===== config.mk =====
export PLATFORM = sky130hd
export DESIGN_NAME = wrm_div
export DESIGN_NICKNAME = d
export VERILOG_FILES = /design/src/design/wrm_pkg.sv /design/src/design/wrm_div.sv
export SDC_FILE = /design/constraint.sdc
export NUM_CORES = 1
export LEC_CHECK = 0
export ABC_CLOCK_PERIOD_IN_PS = 35300
export BUFFER_PORTS_ARGS = -buffer_cell sky130_fd_sc_hd__buf_2
export CORE_MARGIN = 1.5
export CORE_UTILIZATION = 45
export DETAILED_ROUTE_END_ITERATION = 6
export GPL_ROUTABILITY_DRIVEN = 1
export PLACE_DENSITY_LB_ADDON = 0.05
export REMOVE_ABC_BUFFERS = 1
export SYNTH_ARGS = -nofsm -noshare
export SYNTH_HDL_FRONTEND = slang
export SYNTH_SLANG_ARGS = --single-unit

===== constraint.sdc =====
create_clock -name clk -period 35.3 [get_ports clk]
set_input_delay 5.295 -clock clk [delete_from_list [all_inputs] [get_ports clk]]
set_output_delay 5.295 -clock clk [all_outputs]
set_load 0.005 [all_outputs]

===== src/design/wrm_pkg.sv =====
`default_nettype none
// ----------------------------------------------------------------------------
// Windowed rate meter package
// Shared field widths, request codes and the fixed rate scale.
// ----------------------------------------------------------------------------
package wrm_pkg;

  localparam int unsigned VAL_W  = 64;
  localparam int unsigned WIN_W  = 32;
  localparam int unsigned CH_W   = 2;

  // Events per second in 48.16 fixed point: 1000 * 65536.
  localparam logic [31:0] RATE_SCALE = 32'd65536000;

  typedef enum logic {
    REQ_PUSH  = 1'b0,
    REQ_QUERY = 1'b1
  } req_type_t;

endpackage : wrm_pkg
`default_nettype wire


===== src/design/wrm_div.sv =====
`default_nettype none
// ----------------------------------------------------------------------------
// Windowed rate meter divider
// Scales a count delta by the rate scale and divides it by a time delta,
// one quotient bit per cycle, saturating when the quotient overflows.
// ----------------------------------------------------------------------------
module wrm_div
  import wrm_pkg::*;
(
  input  wire logic             clk,
  input  wire logic             rst,
  input  wire logic             start,
  input  wire logic [VAL_W-1:0] cnt,
  input  wire logic [VAL_W-1:0] den,
  output logic                  done,
  output logic [VAL_W-1:0]      quo
);

  typedef enum logic [3:0] {
    D_IDLE = 4'b0001,
    D_MUL  = 4'b0010,
    D_CHK  = 4'b0100,
    D_RUN  = 4'b1000
  } dstate_t;

  dstate_t          state;
  logic [VAL_W-1:0] d;
  logic [VAL_W-1:0] c;
  logic [VAL_W-1:0] plo;
  logic [VAL_W-1:0] phi;
  logic [VAL_W-1:0] rem;
  logic [VAL_W-1:0] lo;
  logic [6:0]       bits;
  logic [VAL_W:0]   shifted;
  logic [VAL_W:0]   trial;
  logic [VAL_W-1:0] lo_sum;
  logic [VAL_W-1:0] hi_sum;

  // Combine the two partial products into a 128-bit product.
  assign lo_sum = plo + {phi[31:0], 32'd0};
  assign hi_sum = {32'd0, phi[63:32]} + {63'd0, (lo_sum < plo)};

  // One restoring step of the long division.
  assign shifted = {rem, lo[VAL_W-1]};
  assign trial   = shifted - {1'b0, d};

  // Sequencer: two partial products, an overflow check that saturates on overflow, else 64 steps.
  always_ff @(posedge clk) begin
    done <= 1'b0;
    if (rst) begin
      state <= D_IDLE;
    end else begin
      case (state)
        D_IDLE: begin
          if (start) begin
            c     <= cnt;
            d     <= den;
            plo   <= {32'd0, cnt[31:0]} * {32'd0, RATE_SCALE};
            state <= D_MUL;
          end
        end
        D_MUL: begin
          phi   <= {32'd0, c[63:32]} * {32'd0, RATE_SCALE};
          state <= D_CHK;
        end
        D_CHK: begin
          rem  <= hi_sum;
          lo   <= lo_sum;
          bits <= 7'd64;
          if (hi_sum >= d) begin
            quo   <= '1;
            done  <= 1'b1;
            state <= D_IDLE;
          end else begin
            quo   <= '0;
            state <= D_RUN;
          end
        end
        D_RUN: begin
          lo <= {lo[VAL_W-2:0], 1'b0};
          if (!trial[VAL_W]) begin
            rem <= trial[VAL_W-1:0];
            quo <= {quo[VAL_W-2:0], 1'b1};
          end else begin
            rem <= shifted[VAL_W-1:0];
            quo <= {quo[VAL_W-2:0], 1'b0};
          end
          bits <= bits - 7'd1;
          if (bits == 7'd1) begin
            done  <= 1'b1;
            state <= D_IDLE;
          end
        end
        default: state <= D_IDLE;
      endcase
    end
  end

`ifndef ASSERT_OFF
  // A result only follows the overflow check or a running division.
  a_done_src: assert property (@(posedge clk) disable iff (rst)
    done |-> ($past(state) == D_RUN || $past(state) == D_CHK))
    else $error("divider done without work");
  // Start is only given while idle.
  a_start_idle: assert property (@(posedge clk) disable iff (rst)
    start |-> state == D_IDLE)
    else $error("divider started while busy");
  // Step count stays in range while running.
  a_bits: assert property (@(posedge clk) disable iff (rst)
    state == D_RUN |-> (bits != 7'd0 && bits <= 7'd64))
    else $error("divider step count out of range");
`endif

endmodule : wrm_div
`default_nettype wire


Yosys cells after proc, flatten, opt, wreduce, memory -nomap -nowiden:

Index checks and enable logic that the tools add are counted.

* bits in registers: 410
* input bits: 131
* output and inout bits: 65
* word-level logic and storage cells: 45

* add/subtract/negate cells: 4
* multiply operators: 2
* magnitude comparators: 2
* equal/unequal tests: 7
* muxes and demuxes: 14
* bitwise gates (word level): 1
* reduce and logical (&&, ||, !) cells: 5

Operator list (count)
* case mux 64 bit (2 select lines): 3
* 2-to-1 mux 64 bit: 2
* multiplier 32 x 7 -> 39 bit, second input constant: 2
* subtractor 65 x 64 -> 65 bit: 1
* adder 58 x 64 -> 64 bit: 1
* >= comparator 27 x 64 -> 1 bit: 1
* less-than comparator 64 x 58 -> 1 bit: 1
* adder 26 x 1 -> 27 bit: 1
* case mux 4 bit (4 select lines): 1
* case mux 7 bit (2 select lines): 1
* 2-to-1 mux 4 bit: 3
* equality test 7 x 1 -> 1 bit, second input constant: 1
* subtractor 7 x 1 -> 7 bit, second input constant: 1
* AND reduction 2 bit: 3
* equality test 4 x 1 -> 1 bit, second input constant: 1
* equality test 4 x 2 -> 1 bit, second input constant: 1
* equality test 4 x 3 -> 1 bit, second input constant: 1
* equality test 4 bit, second input constant: 1
* != test 2 bit, second input constant: 2
* 2-to-1 mux 1 bit: 3
* AND reduction 3 bit: 1
* case mux 1 bit (2 select lines): 1
* nonzero test 2 bit: 1
* inverter 1 bit: 1

Logic depth before layout (Yosys ltp):

Gate-level depths: netlist of the first run.

* word-level depth: 6
* mapped depth: 32
* mapped depth without buffers: 32

Worst setup path after synthesis of the first run:

OpenSTA, ideal clock, no wires.

* path kind: input to register
* start: input start
* end: register c[0] (enable)
* data arrival time: 18108 ps
* data required time: 34340 ps
* setup slack: 16232 ps
* stages: 2
* path buffers: 0
* path through: nand3b_1 -> nor4_1

* longest elaborated chain between the ends: 1

RTL lines
* from (decl): RTL line wrm_div.sv:12 `input wire logic start,`
* AND reduction 3 bit (no line)
* to (signal assigned): RTL line wrm_div.sv:56 `c <= cnt;`
* to (decl): RTL line wrm_div.sv:28 `logic [VAL_W-1:0] c;`

Every way passes these cells.
A chain may end at the register's enable or synchronous reset.

Worst setup path after layout of the first run:

* start: input cnt[3]
* end: register plo[53], data pin

* longest elaborated chain between the ends: 1

RTL lines
* from (decl): RTL line wrm_div.sv:13 `input wire logic [VAL_W-1:0] cnt,`
* multiplier 32 x 7 -> 39 bit: RTL line wrm_div.sv:58 `plo <= {32'd0, cnt[31:0]} * {32'd0, RATE_SCALE};`
* to (signal assigned): RTL line wrm_div.sv:58
* to (decl): RTL line wrm_div.sv:29 `logic [VAL_W-1:0] plo;`

Every way passes these cells.

==> results of run 1 <==
## cells in the final DEF (no fill, tap or decap), types with 6 or more instances in the layout
| cell type | netlist | layout |
|---|---|---|
| a31o_2 | 7 | 7 |
| o211ai_1 | 14 | 14 |
| a21o_1 | 80 | 80 |
| fa_1 | 238 | 238 |
| buf_2 | 12 | 195 |
| o21bai_1 | 21 | 21 |
| or2_2 | 6 | 6 |
| buf_4 | 3 | 14 |
| o21ai_1 | 7 | 7 |
| nand3_1 | 46 | 45 |
| clkbuf_16 | 0 | 45 |
| and2_1 | 8 | 8 |
| nand2b_1 | 26 | 26 |
| a211o_1 | 6 | 6 |
| a31oi_1 | 43 | 43 |
| nor4_1 | 18 | 16 |
| ha_1 | 279 | 279 |
| or3_1 | 7 | 6 |
| o21ai_0 | 94 | 94 |
| clkinv_2 | 0 | 7 |
| xor2_1 | 57 | 57 |
| o21a_1 | 14 | 14 |
| o31ai_1 | 8 | 8 |
| clkinv_1 | 0 | 9 |
| and3_1 | 15 | 15 |
| a211oi_1 | 13 | 13 |
| inv_1 | 147 | 147 |
| a21oi_1 | 179 | 178 |
| nor3_1 | 24 | 23 |
| nand4_1 | 38 | 38 |
| xnor2_1 | 111 | 111 |
| nor2_1 | 122 | 122 |
| nor2b_1 | 14 | 14 |
| nand2_1 | 423 | 423 |
| o31a_1 | 6 | 6 |
| edfxtp_1 | 354 | 354 |
| clkbuf_1 | 59 | 8 |
## sequential cells by signal, indices dropped and copies added (netlist names)
| name | cells |
|---|---|
| d | 64 |
| quo | 64 |
| rem | 64 |
| lo | 45 |
| phi | 39 |
| plo | 37 |
| c | 34 |
| bits | 7 |
| state | 4 |
| done | 1 |
## final timing paths
check                                  startpoint                end  slack (ps)  cells after the start
worst max register to register  plo[52]$_DFFE_PP_  quo[35]$_DFFE_PP_       27690                     26
worst min register to register   lo[40]$_DFFE_PP_   lo[41]$_DFFE_PP_         500                      2
worst max-delay path                       cnt[3]  plo[53]$_DFFE_PP_       25390                     16
worst min-delay path             lo[40]$_DFFE_PP_   lo[41]$_DFFE_PP_         500                      2
## area by class of cell
| class | instances | area (um2) | share of cell area [%] |
|---|---|---|---|
| Multi-Input combinational cell | 1995 | 16640 | 52.84 |
| Sequential cell | 359 | 10730 | 34.06 |
| Clock buffer | 54 | 1170 | 3.714 |
| Timing Repair Buffer | 209 | 1081 | 3.432 |
| Tap cell | 837 | 1047 | 3.325 |
| Inverter | 147 | 551.8 | 1.752 |
| Clock inverter | 28 | 274.0 | 0.8699 |
| Antenna cell | 1 | 2.502 | 0.007944 |
## routing by layer
metal | global-route usage (%) | wire length, um | up-vias
met5 | 0 | 9 | -
met4 | 5.098 | 1113 | 2
met3 | 2.652 | 2675 | 63
met2 | 31.76 | 28640 | 384
met1 | 27.64 | 28870 | 9420
li1 | - | - | 9544
## power groups by stage
stage / Combinational, mW / Sequential [mW] / Clock (mW)
detailed placement: 0.965 / 0.580 / 0
floorplan: 0.764 / 0.577 / 0
finish: 0.960 / 0.570 / 0.454
global placement: 0.957 / 0.580 / 0
CTS: 0.972 / 0.571 / 0.471
global route: 1.10 / 0.574 / 0.484
## through the flow
| stage | std cells | hold slack (ps) |
|---|---|---|
| global route | 3630 | 516.8 |
| finish | 3630 | 501.6 |
| global placement | 3547 | 494.9 |
| floorplan | 2501 | 483.6 |
| detailed placement | 3547 | 495.8 |
| CTS | 3629 | 498.0 |
## logic make-up after synthesis
logic type                 count (synthesis)  synth area share, %
AOI/OAI and AO/OA                        537                12.04
DFF                                      359                38.03
adders and majority gates                517                29.26
xor gates and xnor gates                 170                5.371
muxes                                      4               0.1508
buffers and inverters                    225                3.140
and+or+nand+nor                          767                12.01
## worst min-delay path, stage by stage, from the launching register on
cell and delay, ps:
edfxtp_1 320, nand2_1 50, nand2_1 50
==> qor.csv, run 1 <==
stage,metric,value,unit
run_status,status,"complete, no violations",
timing,Fmax,0.1009,GHz
place,PortBufs,195,
place,GPL Wtd Cong,0.8623,
global_routing,vias in the first global route,19830,
routing,Final ANT Viol Nets,0,
synthesis,Post-synth EDFFs,354,
worst_setup_path,Worst Path Arrival,10230,ps
worst_setup_path,CP max FO,6,
clock_network,worst-skew pair later-pin latency,600,ps
timing,Final Hold Vio Count,0,
pwr,Power Dens Cells,62.97,nW/um2
floorplan,Die Span Y,253.4,um
clock_network,Clock Sinks,359,
place,dpl ws,24770,ps
global_routing,antenna violations before repair,2,
worst_setup_path,CP bufs+invs,1,
routing,drt first-iter violations,1076,
timing,minimum clock period,9910,ps
floorplan,Core Region,61830,um2
timing,setup slack after layout,25390,ps
timing,clock skew,33.51,ps
pwr,Switching Fraction,37.08,%
timing,fin. max-slew vios,0,
floorplan,Placement Rows,91,
worst_setup_path,CP Launch Type,input pin,
synthesis,post-synth cell types,75,
global_routing,first-pass GRT wire length,102300,um
clock_network,H-tree Lvls,2,
layout,Fill cells,5690,
routing,DRT Pass-1 Iters,5,
timing,final worst-path cycle share,28.07,%
synthesis,commonest cells in the synthesized netlist,"nand2_1 (423), edfxtp_1 (354), ha_1 (279)",
synthesis,synthesized area per cell,10.94,um2
timing,setup_tns,0,ps
floorplan,I/O pin count,196,
pwr,internal power,1.248,mW
hold_path,Worst Hold Class,flop to flop,
clock_network,root buf cell,clkbuf_16,
worst_setup_path,Critical Path RT,35620,ps
layout,Final Util,50.95,%
pwr,combinational power share,48.4,%
layout,Final nets,3405,
layout,Area growth syn-to-layout,11.65,%
routing,DRC,0,
synthesis,Post-Syn Area,28210,um2
worst_setup_path,crit path max-delay cell type,fa_1,
global_routing,largest net degree at the start of global routing,79,
pwr,part of the power in registers,28.7,%
synthesis,#FFs+latches synth,359,
timing,Worst Tran Pin Value,1024,ps
pwr,clock network power share,22.9,%
synthesis,post-synthesis sequential area ratio,38.03,%
floorplan,die area,64210,um2
layout,share of cells above drive strength 1,11.07,%
clock_network,post-CTS setup buffers,0,
pwr,maximum resistive drop on vdd,0.00004644,V
layout,Final Instance Area,31500,um2
worst_setup_path,critical path's most frequent cell,fa_1,
timing,RSZ-0062 raised after global routing,false,
pwr,NetSw,0.7355,mW
timing,relative slew slack,31.71,%
synthesis,async set-reset flop share out of synthesis,0,%
synthesis,cell count after synthesis,2579,
clock_network,CTS-repair resized insts,0,
routing,vias,19410,
synthesis,most frequent cell after synthesis,nand2_1,
place,DP HPWL,47160,um
routing,DR WL/cell,16.89,um
clock_network,clk slew on worst S/H paths,60,ps
worst_setup_path,critical path type,input pin to flop,
worst_setup_path,max incr delay on CP,570,ps
worst_setup_path,CP Cell Sequence,"buf_2, fa_1, fa_1, fa_1, fa_1, ha_1, a21o_1, o32a_1, a31o_2, a211o_1, a21oi_1, o31ai_1, o31ai_1, o21ai_0, a21oi_1, xnor2_1",
synthesis,Synth area leaders,"edfxtp_1 (38%), fa_1 (17%), ha_1 (12%)",
global_routing,Overall Global Routing Usage,19.59,%
pwr,"Power, Total",1.984,mW
routing,routed vias/inst,5.348,
synthesis,Yosys warning total,0,
floorplan,Starting Density,45.63,%
pwr,P_leak,13.37,nW
clock_network,number of buffers created by CTS,45,
synthesis,ys flop type,edfxtp_1,
worst_setup_path,CP Capture Type,flop,
clock_network,CTS max path bufs,3,
synthesis,top cell type's share of synthesized area,37.68,%
timing,final setup fails,0,
job,maxcap violations,0,
floorplan,Die Width,253.4,um
clock_network,CTS tree,yes,
routing,detailed-route wire length,61310,um
place,Placed Area,30050,um2
worst_setup_path,CP top delay family,compound AO/OA/AOI/OAI gates,
global_routing,total gr overflow,0,
clock_network,hold buffers post-CTS,0,
synthesis,Yosys top cell by area,edfxtp_1,
Note: power is estimated with default switching activity, not from simulation.
==> run 2: changes to the inputs <==
--- a/config.mk
+++ b/config.mk
@@ -5,7 +5,8 @@
 export SDC_FILE = /design/constraint.sdc
 export NUM_CORES = 1
 export LEC_CHECK = 0
-export ABC_CLOCK_PERIOD_IN_PS = 35300
+export ABC_AREA = 1
+export ABC_CLOCK_PERIOD_IN_PS = 9950
 export BUFFER_PORTS_ARGS = -buffer_cell sky130_fd_sc_hd__buf_2
 export CORE_MARGIN = 1.5
 export CORE_UTILIZATION = 45
==> constraint.sdc (replaced) <==
create_clock -name clk -period 9.95 [get_ports clk]
set_input_delay 1.4925 -clock clk [delete_from_list [all_inputs] [get_ports clk]]
set_output_delay 1.4925 -clock clk [all_outputs]
set_load 0.005 [all_outputs]
==> qor.csv, run 2 <==
stage,metric,value,unit
worst_setup_path,max incr delay on CP,540,ps
global_routing,total gr overflow,0,
floorplan,Core Region,68950,um2
timing,final worst-path cycle share,61.81,%
clock_network,H-tree Lvls,2,
floorplan,die area,71710,um2
layout,Fill cells,6834,
pwr,internal power,4.442,mW
synthesis,cell count after synthesis,3657,
timing,RSZ-0062 raised after global routing,false,
synthesis,post-synth cell types,49,
synthesis,Post-Syn Area,31550,um2
clock_network,CTS tree,yes,
timing,Final Hold Vio Count,0,
layout,top flop regs,"d: 64 flops, quo: 64 flops, rem: 64 flops",
global_routing,vias in the first global route,24190,
pwr,combinational power share,53.3,%
worst_setup_path,CP Capture Type,flop,
clock_network,worst-skew pair later-pin latency,590,ps
routing,wl on met1,37850,um
synthesis,async set-reset flop share out of synthesis,0,%
clock_network,CTS max path bufs,3,
routing,Final ANT Viol Nets,0,
synthesis,commonest cells in the synthesized netlist,"nand2_1 (1,068), inv_1 (506), edfxtp_1 (354)",
timing,Worst Tran Pin Value,1078,ps
layout,"most common cell after layout, fill and taps aside",nand2_1,
pwr,maximum resistive drop on vdd,0.0001242,V
synthesis,#FFs+latches synth,359,
worst_setup_path,critical path's most frequent cell,nand2_1,
hold_path,Worst Hold Class,flop to flop,
pwr,clock network power share,20.5,%
synthesis,Synth area leaders,"edfxtp_1 (34%), fa_1 (15%), nand2_1 (13%)",
worst_setup_path,critical path type,flop to flop,
routing,routed vias/inst,5.043,
routing,drt first-iter violations,1694,
synthesis,post-synthesis sequential area ratio,34.01,%
clock_network,Clock Sinks,359,
timing,clock skew,29.16,ps
synthesis,top cell type's share of synthesized area,33.69,%
timing,Fmax,0.1626,GHz
layout,Area growth syn-to-layout,10.84,%
place,dpl ws,3834,ps
pwr,Switching Fraction,42.79,%
synthesis,Yosys warning total,0,
clock_network,post-CTS setup buffers,0,
layout,share of cells above drive strength 1,7.868,%
routing,vias,24310,
clock_network,clk slew on worst S/H paths,60,ps
place,GPL Wtd Cong,0.9384,
layout,Final Instance Area,34970,um2
synthesis,Post-synth EDFFs,354,
routing,detailed-route wire length,79190,um
synthesis,ys flop type,edfxtp_1,
global_routing,Overall Global Routing Usage,22.50,%
timing,minimum clock period,6150,ps
place,Placed Area,33560,um2
global_routing,antenna violations before repair,1,
clock_network,root buf cell,clkbuf_16,
timing,setup_tns,0,ps
synthesis,synthesized area per cell,8.628,um2
routing,DRT Pass-1 Iters,6,
synthesis,most frequent cell after synthesis,nand2_1,
floorplan,Placement Rows,96,
global_routing,largest net degree at the start of global routing,67,
floorplan,Starting Density,45.76,%
routing,DR WL/cell,16.43,um
routing,DRC,0,
pwr,part of the power in registers,26.2,%
clock_network,number of buffers created by CTS,43,
timing,relative slew slack,27.97,%
layout,Final nets,4505,
routing,routed length on met2,36550,um
clock_network,hold buffers post-CTS,0,
synthesis,Yosys top cell by area,edfxtp_1,
job,maxcap violations,0,
worst_setup_path,CP max FO,64,
worst_setup_path,Worst Path Arrival,6460,ps
layout,Final Util,50.72,%
timing,setup slack after layout,3800,ps
floorplan,Die Width,267.8,um
timing,final setup fails,0,
global_routing,first-pass GRT wire length,128000,um
layout,area of the multi-input gates,18700,um2
pwr,P_leak,16.44,nW
place,DP HPWL,64030,um
worst_setup_path,Critical Path RT,10260,ps
clock_network,CTS-repair resized insts,0,
layout,most frequent cells in the layout,"nand2_1 (1,067), inv_1 (505), edfxtp_1 (354)",
timing,fin. max-slew vios,0,
place,PortBufs,195,
pwr,NetSw,3.322,mW
run_status,status,"complete, no violations",
worst_setup_path,CP Launch Type,flop,
floorplan,I/O pin count,196,
layout,Register Area,10730,um2
routing,top layer in use,met4,
worst_setup_path,crit path max-delay cell type,buf_4,
routing,DR WL met3,3493,um
floorplan,Die Span Y,267.8,um
pwr,Power Dens Cells,222.0,nW/um2
run 2: layout make-up:
cell class | count | share of cell area [%]
diodes | 1 | 0.007155
clock buffers | 51 | 3.163
clock inverters | 26 | 0.8801
inverters | 509 | 5.467
multi-input cells | 2739 | 53.46
flip-flops and latches | 359 | 30.68
well taps | 931 | 3.331
repair buffers | 205 | 3.005
run 2: path summary, 6_finish.rpt:
check,start,to,slack [ps],depth (start not counted)
setup / recovery,plo[51]$_DFFE_PP_,quo[27]$_DFFE_PP_,3800,32
hold / removal,plo[50]$_DFFE_PP_,lo[50]$_DFFE_PP_,500,2
setup reg to reg,plo[51]$_DFFE_PP_,quo[27]$_DFFE_PP_,3800,32
hold reg to reg,plo[50]$_DFFE_PP_,lo[50]$_DFFE_PP_,500,2
run 2: metal layers:
metal / global-route usage [%] / up-vias
li1: - / 12330
met2: 36.78 / 436
met1: 32.14 / 11470
met3: 2.923 / 77
met4: 4.398 / 0
met5: 0 / -
run 2: cell families after synthesis:
| logic type | share of synthesized area [%] |
|---|---|
| buf+inv | 6.825 |
| flops | 34.01 |
| simple gates | 22.67 |
| compound gates | 6.920 |
| fa+ha+maj | 26.16 |
| xor+xnor | 3.414 |
run 2: power by group through the flow:
stage | logic (mW) | registers (mW) | clock network (mW)
after floorplan | 3.03 | 2.06 | 0
after global placement | 4.13 | 2.07 | 0
after detailed placement | 4.13 | 2.07 | 0
after CTS | 4.15 | 2.04 | 1.64
after global routing | 4.73 | 2.05 | 1.70
final | 4.14 | 2.04 | 1.59
run 2: critical path: cells and delay by family (launching register included):
kind,cells,cell delay [ps]
adder cells (fa/ha/maj),5,1390
AO/OA/AOI/OAI,4,640
flip-flops,1,400
XOR/XNOR,2,490
buffers and inverters,2,600
AND/OR/NAND/NOR,19,2320
run 2: per-stage QoR:
step / cells / power, mW / hold slack [ps]
after floorplan: 3607 / 5.095 / 481.9
after global placement: 4743 / 6.196 / 490.4
after detailed placement: 4743 / 6.195 / 495.0
after CTS: 4820 / 7.834 / 506.0
after global routing: 4821 / 8.482 / 529.6
final: 4821 / 7.763 / 504.6
==> run 3: changes to the inputs <==
--- a/config.mk
+++ b/config.mk
@@ -6,7 +6,7 @@
 export NUM_CORES = 1
 export LEC_CHECK = 0
 export ABC_AREA = 1
-export ABC_CLOCK_PERIOD_IN_PS = 9950
+export ABC_CLOCK_PERIOD_IN_PS = 5800
 export BUFFER_PORTS_ARGS = -buffer_cell sky130_fd_sc_hd__buf_2
 export CORE_MARGIN = 1.5
 export CORE_UTILIZATION = 45
==> constraint.sdc (replaced) <==
create_clock -name clk -period 5.8 [get_ports clk]
set_input_delay 0.87 -clock clk [delete_from_list [all_inputs] [get_ports clk]]
set_output_delay 0.87 -clock clk [all_outputs]
set_load 0.005 [all_outputs]
==> qor.csv, run 3 (synthesized netlist as in run 2, its figures left out) <==
stage,metric,value,unit
clock_network,clk slew on worst S/H paths,60,ps
routing,Final ANT Viol Nets,0,
place,GPL Wtd Cong,0.9443,
global_routing,Overall Global Routing Usage,22.39,%
worst_setup_path,R2R depth,33,
floorplan,Die Width,267.8,um
layout,ANT cells,0,
layout,top flop regs,"d: 64 flops, quo: 64 flops, rem: 64 flops",
place,dpl ws,12.29,ps
layout,Final Instance Area,35130,um2
worst_setup_path,CP max FO,16,
worst_setup_path,R2R setup slack,460,ps
worst_setup_path,crit path from,plo[51]$_DFFE_PP_,
place,Placed Cells,4744,
layout,Finished Layout Cells,4830,
routing,drt first-iter violations,1798,
timing,final worst-path cycle share,92.15,%
pwr,maximum resistive drop on vdd,0.0002336,V
floorplan,Die Span Y,267.8,um
layout,share of cells above drive strength 1,8.464,%
place,Placed Area,33600,um2
worst_setup_path,CP Launch Type,flop,
worst_setup_path,RR Startpoint,plo[51]$_DFFE_PP_,
layout,Fill cells,6771,
hold_path,worst hold start,den[51],
worst_setup_path,worst reg2reg path endpoint,quo[26]$_DFFE_PP_,
timing,relative slew slack,26.71,%
global_routing,vias in the first global route,23850,
routing,DRC,0,
clock_network,CTS tree,yes,
routing,DR WL/cell,16.54,um
timing,clock skew,32.15,ps
worst_setup_path,critical path's most frequent cell,nand2_1,
layout,most frequent cells in the layout,"nand2_1 (1,066), inv_1 (505), edfxtp_1 (354)",
run_status,status,"complete, no violations",
routing,detailed-route wire length,79900,um
hold_path,Hold Path End,d[51]$_DFFE_PP_,
global_routing,antenna violations before repair,0,
layout,Area growth syn-to-layout,11.35,%
routing,DRT Pass-1 Iters,6,
place,DP HPWL,63710,um
timing,minimum clock period,5345,ps
floorplan,Placement Rows,96,
timing,final setup fails,0,
floorplan,Starting Density,45.76,%
routing,routed vias/inst,5.021,
clock_network,H-tree Lvls,2,
clock_network,root buf cell,clkbuf_16,
floorplan,die area,71710,um2
clock_network,CTS max path bufs,3,
hold_path,WHS Path Cells,1,
worst_setup_path,max incr delay on CP,370,ps
timing,fin. max-slew vios,0,
hold_path,Worst Hold Class,input pin to flop,
clock_network,worst-skew pair later-pin latency,600,ps
pwr,P_leak,16.52,nW
pwr,Power Dens Cells,375.6,nW/um2
worst_setup_path,Worst Path Arrival,5680,ps
clock_network,Clock Sinks,359,
routing,vias,24250,
floorplan,Core Region,68950,um2
timing,Final Hold Vio Count,0,
clock_network,hold buffers post-CTS,0,
timing,setup_tns,0,ps
clock_network,number of buffers created by CTS,43,
global_routing,total gr overflow,0,
layout,Final nets,4514,
pwr,"Power, Total",13.19,mW
global_routing,largest net degree at the start of global routing,155,
timing,Worst Tran Pin Value,1097,ps
worst_setup_path,crit path max-delay cell type,edfxtp_1,
worst_setup_path,critical path type,flop to flop,
job,maxcap violations,0,
layout,"most common cell after layout, fill and taps aside",nand2_1,
global_routing,first-pass GRT wire length,127300,um
floorplan,I/O pin count,196,
worst_setup_path,CP Capture Type,flop,
timing,Fmax,0.1871,GHz
worst_setup_path,CP bufs+invs,4,
worst_setup_path,CP top delay family,simple AND/OR/NAND/NOR gates,
place,PortBufs,195,
worst_setup_path,Critical Path RT,6140,ps
timing,setup slack after layout,455.5,ps
-- run 3: cell count changes in the layout (fill, tap and decap cells not counted), moves of 3 or more --
cell | previous run | this run
buf_12 | 0 | 3
bufinv_16 | 5 | 0
clkbuf_16 | 43 | 46
clkbuf_8 | 0 | 7
clkinv_1 | 11 | 6
nor2_1 | 305 | 301
-- run 3: metrics by stage --
stage,util (%),hold WS (ps)
2_1_floorplan,-,481.9
3_3_place_gp,48.74,492.2
3_5_place_dp,48.74,493.2
4_1_cts,50.68,405.2
5_1_grt,50.96,418.5
6_report,50.96,444.3
-- run 3: what timing repair did --
action | CTS | global route
setup buffers | 0 | 2
setup endpoints to repair | 0 | 67
gates resized for setup | 0 | 17
-- run 3: how the worst max path moves through the flow --
stage / slack (ps) / depth (start not counted) / endpoint
2_1_floorplan: -10390 / 5 / bits[0]$_SDFFCE_PN0P_
3_3_place_gp: 170 / 32 / quo[0]$_DFFE_PP_
3_5_place_dp: 10 / 32 / quo[38]$_DFFE_PP_
4_1_cts: 30 / 32 / quo[19]$_DFFE_PP_
5_1_grt: -5 / 33 / quo[15]$_DFFE_PP_
6_report: 460 / 33 / quo[26]$_DFFE_PP_
-- run 3: final cells by class --
cell class,instances,area [um2],area share (%)
flip-flops and latches,359,10730,30.54
clock buffers,60,1210,3.444
inverters,509,1912,5.442
repair buffers,214,1224,3.483
clock inverters,18,127.6,0.3633
well taps,931,1165,3.316
multi-input cells,2739,18760,53.41
-- run 3: where the power goes --
group	total (mW)	switching, mW	internal (mW)	leakage [nW]
sequential	3.49	0.0890	3.40	3.31
combinational	7.11	4.48	2.62	12.6
clock	2.60	1.13	1.47	0.662
total	13.2	5.70	7.49	16.5
-- run 3: layer usage --
metal  wire, um  global-route usage, %
met1      38540                  32.28
met2      36750                  36.40
met3       2964                  2.236
met4       1642                  5.222
met5          0                      0
